<file path="config.mk">
export PLATFORM = sky130hd
export DESIGN_NAME = ternary_mask_match_table
export DESIGN_NICKNAME = d
export VERILOG_FILES = /design/src/tmm_pkg.sv /design/src/ternary_mask_match_table.sv /design/src/tmm_front.sv /design/src/tmm_back.sv
export SDC_FILE = /design/constraint.sdc
export NUM_CORES = 2
export LEC_CHECK = 0
export BUFFER_PORTS_ARGS = -buffer_cell sky130_fd_sc_hd__clkbuf_2
export CORE_MARGIN = 2
export CORE_UTILIZATION = 35
export DETAILED_ROUTE_END_ITERATION = 8
export SLEW_MARGIN = 20
export SYNTH_ARGS = -nofsm -noshare
export SYNTH_HDL_FRONTEND = slang
export SYNTH_SLANG_ARGS = --single-unit
</file>
<file path="constraint.sdc">
create_clock -name clk_i -period 7.3 [get_ports clk_i]
set_input_delay 1.46 -clock clk_i [delete_from_list [all_inputs] [get_ports clk_i]]
set_output_delay 1.46 -clock clk_i [all_outputs]
set_load 0.005 [all_outputs]
</file>
<file path="src/tmm_pkg.sv">
// Shared types and constants for the ternary mask match table.
// No dependencies; imported by tmm_front, tmm_back and ternary_mask_match_table.
`timescale 1ns / 1ps
`default_nettype none

package tmm_pkg;

  // default geometry
  localparam int ENTRIES_DEF   = 32;
  localparam int WORD_BITS_DEF = 32;

  // request queue between front and back
  localparam int QUEUE_DEPTH = 2;
  localparam int QPTR_W      = $clog2(QUEUE_DEPTH);
  localparam int QCNT_W      = $clog2(QUEUE_DEPTH + 1);

  // command carried on tuser
  localparam logic CMD_SEARCH = 1'b0;
  localparam logic CMD_ADD    = 1'b1;

  // result word: hit, then status, padded to one byte
  localparam int OUT_BITS    = 3;
  localparam int OUT_TDATA_W = 8;

  typedef enum logic [1:0] {
    STATUS_OK   = 2'd0,
    STATUS_DUP  = 2'd1,
    STATUS_FULL = 2'd2
  } status_e;

  // head of the request queue as seen by the back end
  typedef struct packed {
    logic vld;
    logic is_add;
  } req_ctrl_t;

  // back end status for the top level
  typedef struct packed {
    logic busy;
    logic full;
  } eng_stat_t;

endpackage

`default_nettype wire

</file>
<file path="src/ternary_mask_match_table.sv">
// Top level of the ternary mask match table: front end, request queue, back end.
// Depends on tmm_pkg, tmm_front and tmm_back.
`timescale 1ns / 1ps
`default_nettype none

// Ternary match table of WORD_BITS-bit entries, ENTRIES slots. An add word
// (tuser = 1) stores care = ~dont_care and value = word & care in the next
// free slot; an add equal to a stored pair reports duplicate, even when the
// table is full; any other add to a full table reports full and changes
// nothing. A search word (tuser = 0) reports hit when some stored entry has
// (word & care) == value. Every word in gives exactly one result word out.
// The front end takes words into a two-deep request queue; the back end
// scans stored entries through the single read port of the entry memory,
// one entry per cycle. The table needs no clearing pass: entries fill in
// order and only slots below the fill count are ever read. A finished
// result sits in an output register, so the next request is already
// scanning while the result waits.

module ternary_mask_match_table #(
  parameter int ENTRIES    = tmm_pkg::ENTRIES_DEF,
  parameter int WORD_BITS  = tmm_pkg::WORD_BITS_DEF,
  parameter int IN_TDATA_W = ((2 * WORD_BITS + 7) / 8) * 8
) (
  input  wire logic                        clk_i,
  input  wire logic                        rst_ni,
  input  wire logic                        s_axis_tvalid_i,
  output logic                             s_axis_tready_o,
  // [WORD_BITS-1:0] word, [2*WORD_BITS-1:WORD_BITS] dont_care, rest zero
  input  wire logic [IN_TDATA_W-1:0]       s_axis_tdata_i,
  // [0] cmd: 0 search, 1 add
  input  wire logic                        s_axis_tuser_i,
  output logic                             m_axis_tvalid_o,
  input  wire logic                        m_axis_tready_i,
  // [0] hit, [2:1] status (0 ok, 1 duplicate, 2 full), [7:3] zero
  output logic [tmm_pkg::OUT_TDATA_W-1:0]  m_axis_tdata_o
);
  import tmm_pkg::*;

  req_ctrl_t            q_ctrl;
  logic [WORD_BITS-1:0] q_word, q_care;
  logic                 q_pop;
  eng_stat_t            stat;

  tmm_front #(
    .WORD_BITS  (WORD_BITS),
    .IN_TDATA_W (IN_TDATA_W)
  ) u_front (
    .clk_i           (clk_i),
    .rst_ni          (rst_ni),
    .s_axis_tvalid_i (s_axis_tvalid_i),
    .s_axis_tready_o (s_axis_tready_o),
    .s_axis_tdata_i  (s_axis_tdata_i),
    .s_axis_tuser_i  (s_axis_tuser_i),
    .q_ctrl_o        (q_ctrl),
    .q_word_o        (q_word),
    .q_care_o        (q_care),
    .q_pop_i         (q_pop)
  );

  tmm_back #(
    .ENTRIES   (ENTRIES),
    .WORD_BITS (WORD_BITS)
  ) u_back (
    .clk_i           (clk_i),
    .rst_ni          (rst_ni),
    .q_ctrl_i        (q_ctrl),
    .q_word_i        (q_word),
    .q_care_i        (q_care),
    .q_pop_o         (q_pop),
    .m_axis_tvalid_o (m_axis_tvalid_o),
    .m_axis_tready_i (m_axis_tready_i),
    .m_axis_tdata_o  (m_axis_tdata_o),
    .stat_o          (stat)
  );

  // a pop only happens when the queue holds a request and the engine is idle
  assert property (@(posedge clk_i) disable iff (!rst_ni)
    q_pop |-> (q_ctrl.vld && !stat.busy))
    else $error("request popped while engine busy or queue empty");

  // the table only fills; full never clears without reset
  assert property (@(posedge clk_i) disable iff (!rst_ni)
    !$fell(stat.full))
    else $error("table full flag dropped");

  // a new result only comes out of the engine's finishing step
  assert property (@(posedge clk_i) disable iff (!rst_ni)
    $rose(m_axis_tvalid_o) |-> $past(stat.busy))
    else $error("result word without a request in flight");

  // a hit is only reported with ok status
  assert property (@(posedge clk_i) disable iff (!rst_ni)
    (m_axis_tvalid_o && m_axis_tdata_o[0]) |-> (m_axis_tdata_o[2:1] == STATUS_OK))
    else $error("hit reported on an add result");

endmodule

`default_nettype wire

</file>
<file path="src/tmm_front.sv">
// Front end: accepts words, splits command/value/mask and queues requests.
// Depends on tmm_pkg.
`timescale 1ns / 1ps
`default_nettype none

module tmm_front #(
  parameter int WORD_BITS  = tmm_pkg::WORD_BITS_DEF,
  parameter int IN_TDATA_W = ((2 * WORD_BITS + 7) / 8) * 8
) (
  input  wire logic                  clk_i,
  input  wire logic                  rst_ni,
  input  wire logic                  s_axis_tvalid_i,
  output logic                       s_axis_tready_o,
  input  wire logic [IN_TDATA_W-1:0] s_axis_tdata_i,
  input  wire logic                  s_axis_tuser_i,
  output tmm_pkg::req_ctrl_t         q_ctrl_o,
  output logic [WORD_BITS-1:0]       q_word_o,
  output logic [WORD_BITS-1:0]       q_care_o,
  input  wire logic                  q_pop_i
);
  import tmm_pkg::*;

  logic [WORD_BITS-1:0] word_mem [QUEUE_DEPTH];
  logic [WORD_BITS-1:0] care_mem [QUEUE_DEPTH];
  logic                 add_mem  [QUEUE_DEPTH];

  logic [QPTR_W-1:0] wr_ptr_q, wr_ptr_d;
  logic [QPTR_W-1:0] rd_ptr_q, rd_ptr_d;
  logic [QCNT_W-1:0] cnt_q, cnt_d;

  logic                 push, pop, in_add;
  logic [WORD_BITS-1:0] in_word, in_care;

  // classify: adds store the value already masked by the care bits
  assign in_add  = (s_axis_tuser_i == CMD_ADD);
  assign in_care = ~s_axis_tdata_i[2*WORD_BITS-1:WORD_BITS];
  assign in_word = in_add ? (s_axis_tdata_i[WORD_BITS-1:0] & in_care)
                          : s_axis_tdata_i[WORD_BITS-1:0];

  assign s_axis_tready_o = (cnt_q != QCNT_W'(QUEUE_DEPTH));
  assign push = s_axis_tvalid_i & s_axis_tready_o;
  assign pop  = q_pop_i & (cnt_q != '0);

  always_comb begin
    wr_ptr_d = wr_ptr_q;
    rd_ptr_d = rd_ptr_q;
    cnt_d    = cnt_q;
    if (push) begin
      wr_ptr_d = wr_ptr_q + QPTR_W'(1);
    end
    if (pop) begin
      rd_ptr_d = rd_ptr_q + QPTR_W'(1);
    end
    unique case ({push, pop})
      2'b10:   cnt_d = cnt_q + QCNT_W'(1);
      2'b01:   cnt_d = cnt_q - QCNT_W'(1);
      default: cnt_d = cnt_q;
    endcase
  end

  always_ff @(posedge clk_i or negedge rst_ni) begin
    if (!rst_ni) begin
      wr_ptr_q <= '0;
      rd_ptr_q <= '0;
      cnt_q    <= '0;
    end else begin
      wr_ptr_q <= wr_ptr_d;
      rd_ptr_q <= rd_ptr_d;
      cnt_q    <= cnt_d;
    end
  end

  always_ff @(posedge clk_i) begin
    if (push) begin
      word_mem[wr_ptr_q] <= in_word;
      care_mem[wr_ptr_q] <= in_care;
      add_mem[wr_ptr_q]  <= in_add;
    end
  end

  assign q_ctrl_o.vld    = (cnt_q != '0);
  assign q_ctrl_o.is_add = add_mem[rd_ptr_q];
  assign q_word_o        = word_mem[rd_ptr_q];
  assign q_care_o        = care_mem[rd_ptr_q];

endmodule

`default_nettype wire

</file>
<file path="src/tmm_back.sv">
// Back end: entry memory, sequential scan over stored entries, add/result logic.
// Depends on tmm_pkg.
`timescale 1ns / 1ps
`default_nettype none

module tmm_back #(
  parameter int ENTRIES   = tmm_pkg::ENTRIES_DEF,
  parameter int WORD_BITS = tmm_pkg::WORD_BITS_DEF
) (
  input  wire logic                        clk_i,
  input  wire logic                        rst_ni,
  input  wire tmm_pkg::req_ctrl_t          q_ctrl_i,
  input  wire logic [WORD_BITS-1:0]        q_word_i,
  input  wire logic [WORD_BITS-1:0]        q_care_i,
  output logic                             q_pop_o,
  output logic                             m_axis_tvalid_o,
  input  wire logic                        m_axis_tready_i,
  output logic [tmm_pkg::OUT_TDATA_W-1:0]  m_axis_tdata_o,
  output tmm_pkg::eng_stat_t               stat_o
);
  import tmm_pkg::*;

  localparam int IDX_W = (ENTRIES > 1) ? $clog2(ENTRIES) : 1;
  localparam int CNT_W = $clog2(ENTRIES + 1);

  localparam logic [1:0] ST_IDLE = 2'd0;
  localparam logic [1:0] ST_SCAN = 2'd1;
  localparam logic [1:0] ST_DONE = 2'd2;

  // entry store, filled in order: slot i is valid when i < cnt_q
  logic [WORD_BITS-1:0] mem_value [ENTRIES];
  logic [WORD_BITS-1:0] mem_care  [ENTRIES];
  logic [WORD_BITS-1:0] rd_value_q, rd_care_q;

  logic [1:0]       state_q, state_d;
  logic [CNT_W-1:0] issue_q, issue_d;
  logic [CNT_W-1:0] cnt_q, cnt_d;
  logic             found_q, found_d;
  logic             rd_vld_q, rd_en, wr_en, load;
  logic             out_vld_q, out_vld_d, out_load;
  logic             out_hit_q, out_hit_d;
  status_e          out_status_q, out_status_d;

  logic                 cur_add_q;
  logic [WORD_BITS-1:0] cur_word_q, cur_care_q;
  logic                 match, full;

  assign full = (cnt_q == CNT_W'(ENTRIES));

  // add: exact pair compare; search: masked compare
  assign match = cur_add_q ? ((rd_value_q == cur_word_q) && (rd_care_q == cur_care_q))
                           : ((cur_word_q & rd_care_q) == rd_value_q);

  always_comb begin
    state_d      = state_q;
    issue_d      = issue_q;
    cnt_d        = cnt_q;
    found_d      = found_q | (rd_vld_q & match);
    rd_en        = 1'b0;
    wr_en        = 1'b0;
    load         = 1'b0;
    q_pop_o      = 1'b0;
    out_load     = 1'b0;
    out_vld_d    = out_vld_q & ~m_axis_tready_i;
    out_hit_d    = out_hit_q;
    out_status_d = out_status_q;
    unique case (state_q)
      ST_IDLE: begin
        if (q_ctrl_i.vld) begin
          q_pop_o = 1'b1;
          load    = 1'b1;
          issue_d = '0;
          found_d = 1'b0;
          state_d = ST_SCAN;
        end
      end
      ST_SCAN: begin
        if (issue_q != cnt_q) begin
          rd_en   = 1'b1;
          issue_d = issue_q + CNT_W'(1);
        end else if (!rd_vld_q) begin
          state_d = ST_DONE;
        end
      end
      ST_DONE: begin
        if (!out_vld_q || m_axis_tready_i) begin
          out_load  = 1'b1;
          out_vld_d = 1'b1;
          state_d   = ST_IDLE;
          if (cur_add_q) begin
            out_hit_d = 1'b0;
            priority if (found_q) begin
              out_status_d = STATUS_DUP;
            end else if (full) begin
              out_status_d = STATUS_FULL;
            end else begin
              out_status_d = STATUS_OK;
              wr_en        = 1'b1;
              cnt_d        = cnt_q + CNT_W'(1);
            end
          end else begin
            out_hit_d    = found_q;
            out_status_d = STATUS_OK;
          end
        end
      end
      default: state_d = ST_IDLE;
    endcase
  end

  always_ff @(posedge clk_i or negedge rst_ni) begin
    if (!rst_ni) begin
      state_q   <= ST_IDLE;
      issue_q   <= '0;
      cnt_q     <= '0;
      found_q   <= 1'b0;
      rd_vld_q  <= 1'b0;
      out_vld_q <= 1'b0;
    end else begin
      state_q   <= state_d;
      issue_q   <= issue_d;
      cnt_q     <= cnt_d;
      found_q   <= found_d;
      rd_vld_q  <= rd_en;
      out_vld_q <= out_vld_d;
    end
  end

  always_ff @(posedge clk_i) begin
    if (load) begin
      cur_add_q  <= q_ctrl_i.is_add;
      cur_word_q <= q_word_i;
      cur_care_q <= q_care_i;
    end
    if (out_load) begin
      out_hit_q    <= out_hit_d;
      out_status_q <= out_status_d;
    end
  end

  // single port entry memory, registered read
  always_ff @(posedge clk_i) begin
    if (wr_en) begin
      mem_value[cnt_q[IDX_W-1:0]] <= cur_word_q;
      mem_care[cnt_q[IDX_W-1:0]]  <= cur_care_q;
    end
    if (rd_en) begin
      rd_value_q <= mem_value[issue_q[IDX_W-1:0]];
      rd_care_q  <= mem_care[issue_q[IDX_W-1:0]];
    end
  end

  assign m_axis_tvalid_o = out_vld_q;
  assign m_axis_tdata_o  = OUT_TDATA_W'({out_status_q, out_hit_q});
  assign stat_o.busy     = (state_q != ST_IDLE);
  assign stat_o.full     = full;

endmodule

`default_nettype wire
</file>
# [Word level (Yosys, flattened, before mapping)]
# Memory sizes are Yosys's and may differ from the RTL's. A register that Yosys moved wholly into a read port is not among the register bits.
# Index checks and enable logic that the tools add are counted.
[word_totals] word_cells=94 romBits=0 ram_bits=2178 input_bits=69 n_memories=5 latch_bits=0 out_inout_bits=10 ff_bits=24
[memory_table] memory="u_back.mem_care" words=32 word_bits=32 rd=1 rd_ports_with_merged_regs=1 write_ports=1 line_no="tmm_back.sv:32" text="logic [WORD_BITS-1:0] mem_care [ENTRIES];"
[memory_table] memory="u_back.mem_value" words=32 word_bits=32 rd=1 rd_ports_with_merged_regs=1 write_ports=1 line_no="tmm_back.sv:31" text="logic [WORD_BITS-1:0] mem_value [ENTRIES];"
[memory_table] memory="u_front.care_mem" words=2 word_bits=32 rd=1 rd_ports_with_merged_regs=1 write_ports=1 line_no="tmm_front.sv:24" text="logic [WORD_BITS-1:0] care_mem [QUEUE_DEPTH];"
[memory_table] memory="u_front.word_mem" words=2 word_bits=32 rd=1 rd_ports_with_merged_regs=1 write_ports=1 line_no="tmm_front.sv:23" text="logic [WORD_BITS-1:0] word_mem [QUEUE_DEPTH];"
[memory_table] memory="u_front.add_mem" words=2 word_bits=1 rd=1 rd_ports_with_merged_regs=1 write_ports=1 line_no="tmm_front.sv:25" text="logic add_mem [QUEUE_DEPTH];"
[op_classes] addsub=6 eq_ne=15 order_cmp=0 mux=32 reduce_logical=12 shifts=0 mul=0 div=0 bitwise=12
[ops] op="32-bit == test" n=3
[ops] op="32-bit AND" n=2
[ops] op="32-bit 2-to-1 mux" n=1
[ops] op="32-bit NOT" n=1
[ops] op="1-bit 2-to-1 mux" n=21
[ops] op="6-bit by 1-bit adder with 6-bit output (second input constant)" n=2
[ops] op="6-bit 2-to-1 mux" n=2
[ops] op="6-bit one-hot mux with 2 select lines" n=1
[ops] op="2-bit 2-to-1 mux" n=5
[ops] op="2-bit inequality test (second input constant)" n=4
[ops] op="6-bit == test (second input constant)" n=1
[ops] op="6-bit inequality test" n=1
[ops] op="2-bit one-hot mux with 3 select lines" n=1
[ops] op="3-bit AND reduction" n=2
[ops] op="2-bit nonzero test" n=3
[ops] op="5-bit AND reduction" n=1
[ops] op="1-bit AND" n=4
[ops] op="2-bit by 1-bit == test with 1-bit output (second input constant)" n=2
[ops] op="2-bit == test (second input constant)" n=2
[ops] op="2-bit by 1-bit inequality test with 1-bit output (second input constant)" n=2
[ops] op="1-bit NOT" n=4
[ops] op="2-bit one-hot mux with 2 select lines" n=1
[ops] op="4-bit AND reduction" n=1
[ops] op="1-bit adder (second input constant)" n=2
[ops] op="other kinds (8)" n=8

# [Logic depth before layout (Yosys ltp)]
[logic_depth] ltp_word=8 depth_mapped=8

# [Modules after synthesis]
# A second synthesis with hierarchy kept.
[unflattened] hier_cells=3626 hier_area_um2=89011.6
[modules_own_cells] mod="tmm_back" cells_per_inst=3340 n_inst=1 area_per_inst_um2=83592.7
[modules_own_cells] mod="tmm_front" cells_per_inst=286 n_inst=1 area_per_inst_um2=5418.9

# [Least setup slack after synthesis]
# No wires, ideal clock.
[synth_timing] path_type="reg2reg" startpoint="reg u_back.state_q[1]" endpoint="reg u_front.cnt_q[1]" synth_period_minus_slack_ns=6.498 setup_ns=0.079 path_stages_with_launch=5 arrival_ns=6.419 path_slack_ns=0.802 cell_sequence="dfrtp_1 -> nor3_1 -> ha_1 -> nor2_1 -> xor2_1"
[synth_via] elab_chain_len=5 word_cells_on_any_way=7
[synth_lines] element="from (decl)" line_no="tmm_back.sv:35" text="logic [1:0] state_q, state_d;"
[synth_lines] element="from (signal assigned)" line_no="tmm_back.sv:120" text="state_q <= state_d;"
[synth_lines] element="2-bit logical NOT (*)" line_no="tmm_back.sv:67" text="unique case (state_q)"
[synth_lines] element="1-bit 2-to-1 mux (*)" line_no="tmm_back.sv:67"
[synth_lines] element="named net q_pop" line_no="ternary_mask_match_table.sv:41" text="logic q_pop;"
[synth_lines] element="1-bit AND (*)" line_no="tmm_front.sv:42" text="assign pop = q_pop_i & (cnt_q != '0);"
[synth_lines] element="2-bit by 1-bit == test with 1-bit output / 2-bit == test (equally long branches)" line_no="tmm_front.sv:54" text="unique case ({push, pop})"
[synth_lines] element="2-bit one-hot mux with 2 select lines / 2-bit nonzero test (equally long branches)"
[synth_lines] element="to (signal assigned)" line_no="tmm_front.sv:69" text="cnt_q <= cnt_d;"
[synth_lines] element="to (decl)" line_no="tmm_front.sv:29" text="logic [QCNT_W-1:0] cnt_q, cnt_d;"
# The timed path passes the listed nets; every way through them passes the cells marked *.
# A chain may end at the register's enable or synchronous reset.

# [Worst setup path in the final report]
[layout_timing] startpoint="in m_axis_tready_i" endpoint="mem u_back.mem_value[15][25] (netlist name) (enable)"
[layout_via] elab_chain_len=5
[layout_lines] element="from (decl)" line_no="ternary_mask_match_table.sv:33" text="input wire logic m_axis_tready_i,"
[layout_lines] element="1-bit logical OR" line_no="tmm_back.sv:86" text="if (!out_vld_q || m_axis_tready_i) begin"
[layout_lines] element="1-bit 2-to-1 mux" line_no="tmm_back.sv:86"
[layout_lines] element="1-bit 2-to-1 mux" line_no="tmm_back.sv:67"
[layout_lines] element="1-bit 2-to-1 mux" line_no="tmm_back.sv:143" text="if (wr_en) begin"
[layout_lines] element="1-bit 2-to-1 mux (not written as such)" line_no="tmm_back.sv:144" text="mem_value[cnt_q[IDX_W-1:0]] <= cur_word_q;"
[layout_lines] element="to (decl)" line_no="tmm_back.sv:31"
# No other way between the ends.

==> flow_summary.json <==
{
  "numPortBuffers": 73,
  "hold_ws_ps": 510,
  "grt_use_total_pct": 16.6,
  "finalClockSkew_ps": 69.3,
  "r2r_slack_ps": 3350,
  "yosys.cell_types.count": 44,
  "start_util_pct": 35.3,
  "critPathSlowestCell": "nor2_4",
  "placedCellCount": 7015,
  "cp_cell_sequence": "clkbuf_2 -> nand2b_1 -> nor2b_1 -> and3b_1 -> nand2_1 -> nor2_4 -> buf_4",
  "num_vias": 39200,
  "pwr-share-seq_pct": 45.4,
  "rsz0062_at_grt": "false",
  "place_worst_setup_slack_ps": 2180,
  "max_cap_viol_count": 0,
  "via_per_inst": 5.25,
  "nets": 3973,
  "cp_data_arrival_time_ps": 4670,
  "drt_iter0_markers": 4218,
  "cts_sinks": 2331,
  "r2r_cells": 7,
  "hp-class": "reg -> reg",
  "period_share_pct": 57.2,
  "postRouteAntennaNets": 0,
  "clk_pin_slew_ps": 60,
  "power_switching_w": 0.0117,
  "grt_overflow_total": 0,
  "cp-start-kind": "primary input",
  "clkPwrFrac_pct": 29.6,
  "cts_setup_buffers": 0,
  "outcome": "completed",
  "max-vdd-ir-drop_uv": 242,
  "num_rows": 184,
  "die_x_um": 507,
  "synth.ff_latch_count": 2331,
  "r2r_start": "u_back.cnt_q[0]",
  "avgSynthCellArea_um2": 24.6,
  "cp_max_fo": 23,
  "die_y_um": 507,
  "tritoncts": "done",
  "cts_buffers": 226,
  "final.fill_count": 21700,
  "drive_gt1_share_pct": 33.3,
  "fmax_ghz": 0.240,
  "place_hpwl_mm": 126,
  "cts_hold_buf": 0,
  "whs_path_depth": 1,
  "combPwrFrac_pct": 25.0,
  "cp-end-kind": "flop",
  "cp.buffers_inverters": 2,
  "syn2layout_area_growth_pct": 14.7,
  "min_to": "u_front.cnt_q[1]",
  "antenna_found_initial": 7,
  "crit-reg2reg-capture": "u_back.mem_value[15][25]",
  "fp.coreArea_um2": 252000,
  "gp_congestion": 0.925,
  "switching_share_pct": 29.8,
  "cpPeakStageDelay_ps": 990,
  "h-tree-depth": 4,
  "layout_commonest_cell": "edfxtp_1",
  "grt_pass1_vias": 40000,
  "min_period_ps": 4170,
  "grt_max_degree": 132,
  "p_leak_nw": 30.9,
  "clockBufferDepth": 3,
  "grt_pass1_wl_mm": 304,
  "dr.pass1.iters": 8,
  "wirelength_mm": 215,
  "synth.cell_area_um2": 88700,
  "cp_top_family": "simple AND/OR/NAND/NOR gates",
  "min_from": "u_front.cnt_q[1]",
  "setup_slack_ps": 3130,
  "drv_slew": 0,
  "ys_seq_area_share_pct": 78.8,
  "tightest_slew_ps": 1140,
  "setup_viol": 0,
  "final_cell_mix": "edfxtp_1 (2,310), mux4_2 (640), clkbuf_16 (228)",
  "layout.cells.non_filler": 7457,
  "post_cts_resize_count": 0,
  "wl_per_cell_um": 28.8,
  "setup_tns_ps": 0,
  "cts_root_buf": "clkbuf_16",
  "netlist_instances": 3610,
  "finalHoldViolCount": 0,
  "yosys_warnings": 0,
  "p_int_w": 0.0277,
  "required_ps": 7790,
  "p_per_area_nw_per_um2": 388,
  "clk_latency_ps": 880,
  "route.detailed.drc": 0,
  "die-area_um2": 258000,
  "relSlewSlack_pct": 24.2,
  "io_pins": 79,
  "critPathKind": "in -> reg"
}
registers in the layout, summed over array words and instances (netlist names), 2 cells and up:
name                 cells
u_back.rd_care_q        32
u_back.mem_care       1024
u_back.rd_value_q       32
u_front.cnt_q            2
u_back.cur_word_q       32
u_front.add_mem          2
u_back.cnt_q             6
u_back.issue_q           6
u_back.cur_care_q       32
u_front.word_mem        64
u_back.out_status_q      2
u_back.state_q           2
u_back.mem_value      1024
u_front.care_mem        64
through the flow:
stage	instance area (um^2)	power [W]	util, %
after global routing	102000	0.0408	40.4
after CTS	102000	0.0399	40.4
after global placement	94200	0.0281	37.4
final	102000	0.0395	40.4
after detailed placement	94200	0.0282	37.4
after floorplan	88700	0.0241	-
power by group through the flow:
stage | registers (W) | logic, W | clock network (W)
6_report | 0.0179 | 0.00989 | 0.0117
5_1_grt | 0.0179 | 0.0105 | 0.0124
4_1_cts | 0.0179 | 0.0100 | 0.0119
3_5_place_dp | 0.0182 | 0.0100 | 0
3_3_place_gp | 0.0182 | 0.00987 | 0
2_1_floorplan | 0.0186 | 0.00545 | 0
Yosys cell counts:
cell type,number,share of area [%]
o21ai_0,6,0.034
conb_1,1,0.0042
nand4b_1,2,0.020
nor2b_1,3,0.021
buf_4,12,0.10
buf_1,31,0.13
or3b_2,2,0.020
and2_1,1,0.0071
clkbuf_1,91,0.38
mux2_2,129,1.6
o22ai_1,1,0.0071
and4_1,1,0.0099
nor3_1,1,0.0056
nand3_1,2,0.011
edfxtp_1,2310,78
a21boi_0,32,0.27
or2_2,2,0.014
nor2_1,43,0.18
xnor2_1,9,0.089
buf_2,34,0.19
nand4_1,9,0.063
buf_6,4,0.051
a31oi_2,1,0.014
nor4_1,20,0.14
inv_1,45,0.19
mux4_2,640,16
o2111ai_1,7,0.069
a21oi_1,2,0.011
or4_1,1,0.0085
or3_1,1,0.0071
nand2_1,15,0.063
nand3b_1,2,0.017
dfrtp_1,21,0.59
nand2b_1,26,0.18
and3_1,3,0.021
and3b_1,1,0.0099
a22oi_1,7,0.059
a22o_1,3,0.030
xor2_1,76,0.75
a221oi_1,4,0.039
a211oi_1,1,0.0085
o32ai_1,1,0.0099
o2bb2ai_1,1,0.0099
ha_1,6,0.085
kinds of logic after synthesis:
family | share of synthesized area [%]
adders and majority gates | 0.0846
buffers and inverters | 1.05
other | 0.00423
muxes | 17.9
DFF | 78.8
AOI/OAI and AO/OA | 0.563
and+or+nand+nor | 0.805
xor gates and xnor gates | 0.839
routing by layer:
layer	vias up	wire length, um	track usage (%)
met1	21400	86800	22.1
met3	290	13100	2.81
li1	16100	-	-
met4	0	6070	4.84
met5	-	0	0.0556
met2	1382	109000	27.9
cell type report:
type                            instances  area [um^2]  area share (%)
Sequential cell                      2331        69900            68.7
Multi-Input combinational cell       1066        18200            17.9
Clock buffer                          294         6010            5.91
Tap cell                             3348         4190            4.12
Timing Repair Buffer                  228         1840            1.81
Clock inverter                        131         1430            1.40
Inverter                               45          169           0.166
Antenna cell                           14         35.0          0.0344
worst max-delay path by stage:
| stage | start | endpoint | slack, ps | depth (start not counted) |
|---|---|---|---|---|
| after global placement | m_axis_tready_i | u_back.mem_value[30][7] | 2160 | 7 |
| after detailed placement | m_axis_tready_i | u_back.mem_value[15][25] | 2180 | 7 |
| after floorplan | u_back.state_q[1] | u_front.cnt_q[1] | 800 | 4 |
| after global routing | m_axis_tready_i | u_back.mem_value[15][25] | 2940 | 7 |
| after CTS | m_axis_tready_i | u_back.mem_care[28][23] | 3130 | 7 |
| final | m_axis_tready_i | u_back.mem_value[15][25] | 3130 | 7 |
Note: power is estimated with default switching activity, not from simulation.
